**src/rtl/lrd_pkg.sv**
```systemverilog
package lrd_pkg;

    localparam logic [2:0] CLS_CRC  = 3'd0;
    localparam logic [2:0] CLS_OP   = 3'd1;
    localparam logic [2:0] CLS_KLEN = 3'd2;
    localparam logic [2:0] CLS_KEY  = 3'd3;
    localparam logic [2:0] CLS_VLEN = 3'd4;
    localparam logic [2:0] CLS_VAL  = 3'd5;

    localparam logic [1:0] ST_RUN   = 2'd0;
    localparam logic [1:0] ST_GOOD  = 2'd1;
    localparam logic [1:0] ST_BAD   = 2'd2;
    localparam logic [1:0] ST_TRUNC = 2'd3;

    localparam logic [31:0] CRC_POLY = 32'hEDB8_8320;
    localparam logic [31:0] CRC_INIT = 32'hFFFF_FFFF;

    // Classified byte handed from the parser to the checker.
    typedef struct packed {
        logic [7:0] data;
        logic       eol;
        logic [2:0] cls;
        logic [7:0] op;
        logic       last;
    } item_t;

    function automatic logic [31:0] crc32_byte(input logic [31:0] c, input logic [7:0] b);
        logic [31:0] r;
        r = c ^ {24'd0, b};
        for (int i = 0; i < 8; i++)
        begin
            r = (r >> 1) ^ (r[0] ? CRC_POLY : 32'd0);
        end
        return r;
    endfunction

endpackage

```
**src/rtl/lrd_front.sv**
```systemverilog
module lrd_front
    import lrd_pkg::*;
(
    input  logic       clk,
    input  logic       rst_n,
    input  logic       in_valid,
    output logic       in_ready,
    input  logic [7:0] data_byte,
    input  logic       end_of_log,
    output logic       push_valid,
    input  logic       push_ready,
    output item_t      push_item
);

    typedef enum logic [5:0] {
        PH_CRC  = 6'b000001,
        PH_OP   = 6'b000010,
        PH_KLEN = 6'b000100,
        PH_KEY  = 6'b001000,
        PH_VLEN = 6'b010000,
        PH_VAL  = 6'b100000
    } phase_t;

    phase_t      phase_reg, phase_next;
    logic [15:0] count_reg, count_next;
    logic [7:0]  len_low_reg, len_low_next;
    logic [7:0]  op_reg, op_next;
    logic [15:0] len;
    logic [2:0]  cls;
    logic [7:0]  item_op;
    logic        last;
    logic        take;

    assign in_ready   = push_ready;
    assign push_valid = in_valid;
    assign take       = in_valid && push_ready;
    assign len        = {data_byte, len_low_reg};

    always_comb
    begin
        phase_next   = phase_reg;
        count_next   = count_reg;
        len_low_next = len_low_reg;
        op_next      = op_reg;
        cls          = CLS_CRC;
        item_op      = op_reg;
        last         = 1'b0;
        unique case (phase_reg)
            PH_CRC:
            begin
                cls = CLS_CRC;
                if (count_reg == 16'd3)
                begin
                    count_next = 16'd0;
                    phase_next = PH_OP;
                end
                else
                begin
                    count_next = count_reg + 16'd1;
                end
            end
            PH_OP:
            begin
                cls        = CLS_OP;
                item_op    = data_byte;
                op_next    = data_byte;
                count_next = 16'd0;
                phase_next = PH_KLEN;
            end
            PH_KLEN, PH_VLEN:
            begin
                cls = (phase_reg == PH_KLEN) ? CLS_KLEN : CLS_VLEN;
                if (count_reg == 16'd0)
                begin
                    len_low_next = data_byte;
                    count_next   = 16'd1;
                end
                else
                begin
                    count_next = len;
                    if (phase_reg == PH_KLEN)
                    begin
                        phase_next = (len == 16'd0) ? PH_VLEN : PH_KEY;
                    end
                    else if (len == 16'd0)
                    begin
                        last = 1'b1;
                    end
                    else
                    begin
                        phase_next = PH_VAL;
                    end
                end
            end
            PH_KEY, PH_VAL:
            begin
                cls        = (phase_reg == PH_KEY) ? CLS_KEY : CLS_VAL;
                count_next = count_reg - 16'd1;
                if (count_reg == 16'd1)
                begin
                    if (phase_reg == PH_KEY)
                    begin
                        phase_next = PH_VLEN;
                    end
                    else
                    begin
                        last = 1'b1;
                    end
                end
            end
            default:
            begin
                // unreachable: restart framing with this byte as first crc byte
                cls          = CLS_CRC;
                item_op      = 8'd0;
                op_next      = 8'd0;
                len_low_next = 8'd0;
                count_next   = 16'd1;
                phase_next   = PH_CRC;
            end
        endcase
        if (last)
        begin
            phase_next   = PH_CRC;
            count_next   = 16'd0;
            op_next      = 8'd0;
            len_low_next = 8'd0;
        end
    end

    always_comb
    begin
        push_item.data = data_byte;
        push_item.eol  = end_of_log;
        push_item.cls  = cls;
        push_item.op   = item_op;
        push_item.last = last;
    end

    always_ff @(posedge clk or negedge rst_n)
    begin
        if (!rst_n)
        begin
            phase_reg   <= PH_CRC;
            count_reg   <= 16'd0;
            len_low_reg <= 8'd0;
            op_reg      <= 8'd0;
        end
        else if (take)
        begin
            phase_reg   <= phase_next;
            count_reg   <= count_next;
            len_low_reg <= len_low_next;
            op_reg      <= op_next;
        end
    end

endmodule

```
**src/rtl/lrd_queue.sv**
```systemverilog
module lrd_queue
    import lrd_pkg::*;
#(
    parameter int DEPTH = 2
)
(
    input  logic  clk,
    input  logic  rst_n,
    input  logic  push_valid,
    output logic  push_ready,
    input  item_t push_item,
    output logic  pop_valid,
    input  logic  pop_ready,
    output item_t pop_item
);

    localparam int PW = (DEPTH > 1) ? $clog2(DEPTH) : 1;
    localparam int CW = $clog2(DEPTH + 1);
    localparam logic [PW-1:0] LAST_PTR = PW'(DEPTH - 1);
    localparam logic [CW-1:0] FULL_CNT = CW'(DEPTH);

    item_t         mem_reg [DEPTH];
    logic [PW-1:0] wr_ptr_reg, wr_ptr_next;
    logic [PW-1:0] rd_ptr_reg, rd_ptr_next;
    logic [CW-1:0] count_reg, count_next;
    logic          do_push;
    logic          do_pop;

    assign push_ready = (count_reg != FULL_CNT);
    assign pop_valid  = (count_reg != '0);
    assign pop_item   = mem_reg[rd_ptr_reg];
    assign do_push    = push_valid && push_ready;
    assign do_pop     = pop_valid && pop_ready;

    always_comb
    begin
        wr_ptr_next = wr_ptr_reg;
        rd_ptr_next = rd_ptr_reg;
        count_next  = count_reg;
        if (do_push)
        begin
            wr_ptr_next = (wr_ptr_reg == LAST_PTR) ? '0 : wr_ptr_reg + PW'(1);
        end
        if (do_pop)
        begin
            rd_ptr_next = (rd_ptr_reg == LAST_PTR) ? '0 : rd_ptr_reg + PW'(1);
        end
        case ({do_push, do_pop})
            2'b10:   count_next = count_reg + CW'(1);
            2'b01:   count_next = count_reg - CW'(1);
            default: count_next = count_reg;
        endcase
    end

    always_ff @(posedge clk)
    begin
        if (do_push)
        begin
            mem_reg[wr_ptr_reg] <= push_item;
        end
    end

    always_ff @(posedge clk or negedge rst_n)
    begin
        if (!rst_n)
        begin
            wr_ptr_reg <= '0;
            rd_ptr_reg <= '0;
            count_reg  <= '0;
        end
        else
        begin
            wr_ptr_reg <= wr_ptr_next;
            rd_ptr_reg <= rd_ptr_next;
            count_reg  <= count_next;
        end
    end

endmodule

```
**src/rtl/lrd_back.sv**
```systemverilog
module lrd_back
    import lrd_pkg::*;
(
    input  logic       clk,
    input  logic       rst_n,
    input  logic       pop_valid,
    output logic       pop_ready,
    input  item_t      pop_item,
    output logic       out_valid,
    input  logic       out_ready,
    output logic [7:0] byte_out,
    output logic [2:0] byte_class,
    output logic [7:0] op_code,
    output logic       record_end,
    output logic [1:0] record_status
);

    logic        stopped_reg, stopped_next;
    logic [31:0] stored_reg, stored_next;
    logic [31:0] crc_reg, crc_next;
    logic        out_valid_reg, out_valid_next;
    logic [7:0]  byte_reg;
    logic [2:0]  class_reg;
    logic [7:0]  op_reg;
    logic [1:0]  status_reg, status_next;
    logic [31:0] crc_upd;
    logic        take;

    assign pop_ready     = !out_valid_reg || out_ready;
    assign take          = pop_valid && pop_ready;
    assign crc_upd       = crc32_byte(crc_reg, pop_item.data);

    assign out_valid     = out_valid_reg;
    assign byte_out      = byte_reg;
    assign byte_class    = class_reg;
    assign op_code       = op_reg;
    assign record_end    = (status_reg != ST_RUN);
    assign record_status = status_reg;

    always_comb
    begin
        stopped_next   = stopped_reg;
        stored_next    = stored_reg;
        crc_next       = crc_reg;
        status_next    = ST_RUN;
        out_valid_next = out_valid_reg && !out_ready;
        if (take && !stopped_reg)
        begin
            out_valid_next = 1'b1;
            if (pop_item.cls == CLS_CRC)
            begin
                // little-endian: after four bytes the first sits lowest
                stored_next = {pop_item.data, stored_reg[31:8]};
            end
            else
            begin
                crc_next = crc_upd;
            end
            if (pop_item.last)
            begin
                status_next = (~crc_upd == stored_reg) ? ST_GOOD : ST_BAD;
                crc_next    = CRC_INIT;
            end
            else if (pop_item.eol)
            begin
                status_next = ST_TRUNC;
            end
            if (status_next == ST_BAD || status_next == ST_TRUNC)
            begin
                stopped_next = 1'b1;
            end
        end
    end

    always_ff @(posedge clk)
    begin
        if (take)
        begin
            byte_reg   <= pop_item.data;
            class_reg  <= pop_item.cls;
            op_reg     <= pop_item.op;
            status_reg <= status_next;
        end
    end

    always_ff @(posedge clk or negedge rst_n)
    begin
        if (!rst_n)
        begin
            stopped_reg   <= 1'b0;
            stored_reg    <= 32'd0;
            crc_reg       <= CRC_INIT;
            out_valid_reg <= 1'b0;
        end
        else
        begin
            stopped_reg   <= stopped_next;
            stored_reg    <= stored_next;
            crc_reg       <= crc_next;
            out_valid_reg <= out_valid_next;
        end
    end

endmodule

```
**src/rtl/log_record_deframer_crc_check_core.sv**
```systemverilog
// Log record deframer with CRC-32 check. Records arrive as a byte stream: a
// little-endian CRC-32, an op byte, a 16-bit little-endian key length and the
// key, a 16-bit value length and the value. Every byte comes back tagged with
// its class and, from the op byte on, the record's op; the last byte of a
// record carries good or crc mismatch, and a record cut short by end_of_log
// is marked truncated. After a bad or truncated record, input transfers are
// still taken but give no output until reset. Throughput is one byte per cycle
// while out_ready holds: the parser classifies a byte in the cycle it is
// taken, a QUEUE_DEPTH-entry queue decouples it from the checker, which runs
// one byte-wide CRC-32 update per cycle and fills the output register. Each
// byte is written into the queue and then into the output register.
module log_record_deframer_crc_check_core
    import lrd_pkg::*;
#(
    parameter int QUEUE_DEPTH = 2
)
(
    input  logic       clk,
    input  logic       rst_n,
    input  logic       in_valid,
    output logic       in_ready,
    input  logic [7:0] data_byte,
    input  logic       end_of_log,
    output logic       out_valid,
    input  logic       out_ready,
    output logic [7:0] byte_out,
    output logic [2:0] byte_class,
    output logic [7:0] op_code,
    output logic       record_end,
    output logic [1:0] record_status
);

    logic  push_valid;
    logic  push_ready;
    item_t push_item;
    logic  pop_valid;
    logic  pop_ready;
    item_t pop_item;

    lrd_front u_front (
        .clk        (clk),
        .rst_n      (rst_n),
        .in_valid   (in_valid),
        .in_ready   (in_ready),
        .data_byte  (data_byte),
        .end_of_log (end_of_log),
        .push_valid (push_valid),
        .push_ready (push_ready),
        .push_item  (push_item)
    );

    lrd_queue #(
        .DEPTH (QUEUE_DEPTH)
    ) u_queue (
        .clk        (clk),
        .rst_n      (rst_n),
        .push_valid (push_valid),
        .push_ready (push_ready),
        .push_item  (push_item),
        .pop_valid  (pop_valid),
        .pop_ready  (pop_ready),
        .pop_item   (pop_item)
    );

    lrd_back u_back (
        .clk           (clk),
        .rst_n         (rst_n),
        .pop_valid     (pop_valid),
        .pop_ready     (pop_ready),
        .pop_item      (pop_item),
        .out_valid     (out_valid),
        .out_ready     (out_ready),
        .byte_out      (byte_out),
        .byte_class    (byte_class),
        .op_code       (op_code),
        .record_end    (record_end),
        .record_status (record_status)
    );

endmodule
```
**config.mk**
```make
export PLATFORM = sky130hd
export DESIGN_NAME = log_record_deframer_crc_check_core
export DESIGN_NICKNAME = d
export VERILOG_FILES = /design/src/rtl/lrd_pkg.sv /design/src/rtl/lrd_front.sv /design/src/rtl/lrd_queue.sv /design/src/rtl/lrd_back.sv /design/src/rtl/log_record_deframer_crc_check_core.sv
export SDC_FILE = /design/constraint.sdc
export NUM_CORES = 1
export LEC_CHECK = 0
export BUFFER_PORTS_ARGS = -buffer_cell sky130_fd_sc_hd__clkbuf_2
export CORE_MARGIN = 5
export CORE_UTILIZATION = 35
export CTS_CLUSTER_DIAMETER = 40
export CTS_CLUSTER_SIZE = 25
export DETAILED_ROUTE_END_ITERATION = 8
export PLACE_DENSITY = 0.56
export SYNTH_ARGS = -nofsm -noshare
export SYNTH_HDL_FRONTEND = slang
export SYNTH_SLANG_ARGS = --single-unit
```
**constraint.sdc**
```tcl
create_clock -name clk -period 6.89 [get_ports clk]
set_input_delay 1.0335 -clock clk [delete_from_list [all_inputs] [get_ports clk]]
set_output_delay 1.0335 -clock clk [all_outputs]
set_load 0.005 [all_outputs]
```
==> run metrics <==
status finished, final reports clean; DRC errors left 0; Routed WL 21.38 mm; I/O pins 37; Via Count 6010; count leader, synth xnor2_1; final setup fails 0; drt wl/cell between 15 and 20 um; worst path cell trace buf_4 -> mux2i_2 -> xnor2_2 -> xnor2_1 -> xor2_1 -> xnor2_1 -> o21ai_0 -> nor4_1 -> a21oi_1; area fraction of the dominant cell type after synthesis approximately a fifth; ys async rst share ~63%; unrepaired setup endpoints after global routing false; I/O Buffers 36; Least-Margin Pin Slew roughly 1.1 ns; Critical Path AT 3.83 ns; Sequential Area about 4600 um2; Final ANT Viol Nets 0; sequential-to-total area share from yosys stat between 50% and 60%; share of cells above drive strength 1 around 22%; # rows 59; CTS sink cnt 171; area of the multi-input gates 4347 um2; Post-synth top cells xnor2_1 (76), dfrtp_1 (75), edfxtp_1 (63), nand2_1 (58), nor2_1 (51); syn avg cell area between 10 and 15 um2; Max Cap Viol 0; peak supply drop between 150 and 200 uV; GRT busiest layer met2; PwrDens 401.9 nW/um2; Die H 172.3 um; Vias/cell 5.190; starting density of the core 35.47%; Yosys top cell by area edfxtp_1; CTS buffer count 17; met1 global-route usage between 10% and 20%; drt first pass iters 5; Mapped Cells 778; Final Non-Filler Cells 1158; Cell variety after synth 70; total global routing track utilization 15.10%; top post-synthesis cells by area edfxtp_1 (21%), dfrtp_1 (20%), dfstp_2 (9.4%); syn_nets 796; CTS tree built; Cells after DPL 1126; Hold EP u_front.op_reg[4]; Nets 828; R2R depth 9; Final Skew 0.01111 ns; grt met3 use under 10%; Clock Tree Root clkbuf_16; CTS resizes 0; RR Endpoint u_back.record_status[1]; Post-CTS Setup Repair Bufs 0; ANT cells 0; Longest Clk Path Bufs 2; r2r setup slk 3.23 ns; worst-skew pair later-pin latency 0.44 ns; relative slew slack 27.47%; element type at the critical path end register; Post-synth EDFFs 63; vias in the first global route 6015; die area 29680 um2; Clk pin slew, worst setup/hold paths 0.07 ns; area grow syn2layout 12.30%; commonest register cell after synthesis dfrtp_1; max reg flops 42; fill count approximately 2.5k; critical path's most frequent cell xnor2_1; crit-path max FO 22; Period minus WS final 3.665 ns; first-pass GRT wire length 34.57 mm; Hold Buf Count CTS 0; CP bufs+invs 1; Critical Path Source u_queue.rd_ptr_reg; H-tree levels 4; Yosys warnings 0; synthesized area just over 9000 um2; number of DRC markers in iteration 0 ~450; Top delay family on crit path XOR/XNOR gates; Final Hold Fails 0; Die X between 150 and 200 um; CP max stage delay about 0.79 ns; CP Launch Type register; Pleak 4.132 nW; worst min path class register to register; Final period util 53.19%; synthesis-stage register bit count 171; Setup TNS Final 0 ns; crit path kind register to register; WHS Path Cells 2; Min Hold Slack 0.4867 ns; post-DP HPWL 15.18 mm; Hold Path Origin u_front.op_reg[4]; Worst path slowest cell xnor2_2; r2r startpoint u_queue.rd_ptr_reg; GR Overflow Total 0; GR met2 Demand/Resource 25.06%; FMAX 0.2729 GHz; RD Place Congestion 0.8498; Pins Over Slew Limit 0; pin count of the biggest net entering global routing 70; WP data required between 7 and 8 ns; CORE AREA 25980 um2; initial antenna violation count 0
placed cells by master, fill, tap and decap left out, types with 6 or more instances in the layout:
cell	instances
mux2i_1	8
nor4_1	9
a21oi_1	33
mux2_2	34
o22a_1	8
nand2_1	58
xnor2_4	8
xor3_1	6
dfrtp_1	75
xnor3_1	12
edfxtp_1	63
dfstp_2	33
or3_1	9
xnor2_1	76
clkbuf_16	17
xnor2_2	7
buf_4	15
and2_1	8
clkbuf_2	35
nor2_1	50
nand3_1	9
and3_1	6
nand2b_1	6
inv_1	21
xor2_1	23
o21ai_0	46
a31oi_1	11
a22o_1	20
nor3_1	17
per-layer routing:
layer,share of wire (%),routed length [um]
met4,1.9,413
met1,45,9527
met2,49,10580
met3,4.0,864
met5,0,0
tightest hold or removal path: stages (launching register included):
cell	delay, ns
dfrtp_1	0.35
nand2_1	0.04
o21ai_0	0.06
metrics by stage:
step	setup WS (ns)	util (%)	area (um2)	total power, mW
3_5_place_dp	3.183	37.59	9768	3.236
6_report	3.225	39.84	10350	4.160
5_1_grt	2.949	39.84	10350	4.405
2_1_floorplan	3.694	-	9218	2.786
4_1_cts	3.202	39.84	10350	4.210
3_3_place_gp	3.237	37.59	9768	3.224
cells by family (layout without fill, tap and decap cells):
kind of cell / count (synthesis) / after routing / share of synthesized area [%]
buf+inv: 58 / 103 / 2.688
mux: 50 / 50 / 6.502
compound gates: 166 / 166 / 12.04
simple gates: 196 / 196 / 10.29
flops: 171 / 171 / 50.29
xor+xnor: 132 / 132 / 17.51
fa+ha+maj: 5 / 5 / 0.6787
cell type report:
class,instances,area share (%)
Sequential cell,171,44.78
Multi-Input combinational cell,549,41.99
Clock buffer,17,4.110
Tap cell,335,4.049
Timing Repair Buffer,50,2.780
Clock inverter,15,1.523
Inverter,21,0.7615
worst max-delay path by stage:
stage / to / depth (start not counted)
2_1_floorplan: u_queue.mem_reg[0][0] / 6
3_3_place_gp: u_back.crc_reg[4] / 8
3_5_place_dp: u_back.crc_reg[4] / 8
4_1_cts: u_back.record_status[1] / 9
5_1_grt: u_back.record_status[1] / 9
6_report: u_back.record_status[1] / 9
power breakdown:
| part | switching, mW | total, mW | internal (mW) |
|---|---|---|---|
| Combinational | 1.02 | 1.89 | 0.866 |
| Clock | 0.447 | 0.961 | 0.514 |
| Sequential | 0.0652 | 1.31 | 1.25 |
| Total | 1.53 | 4.16 | 2.62 |
Note: power is estimated with default switching activity, not from simulation.
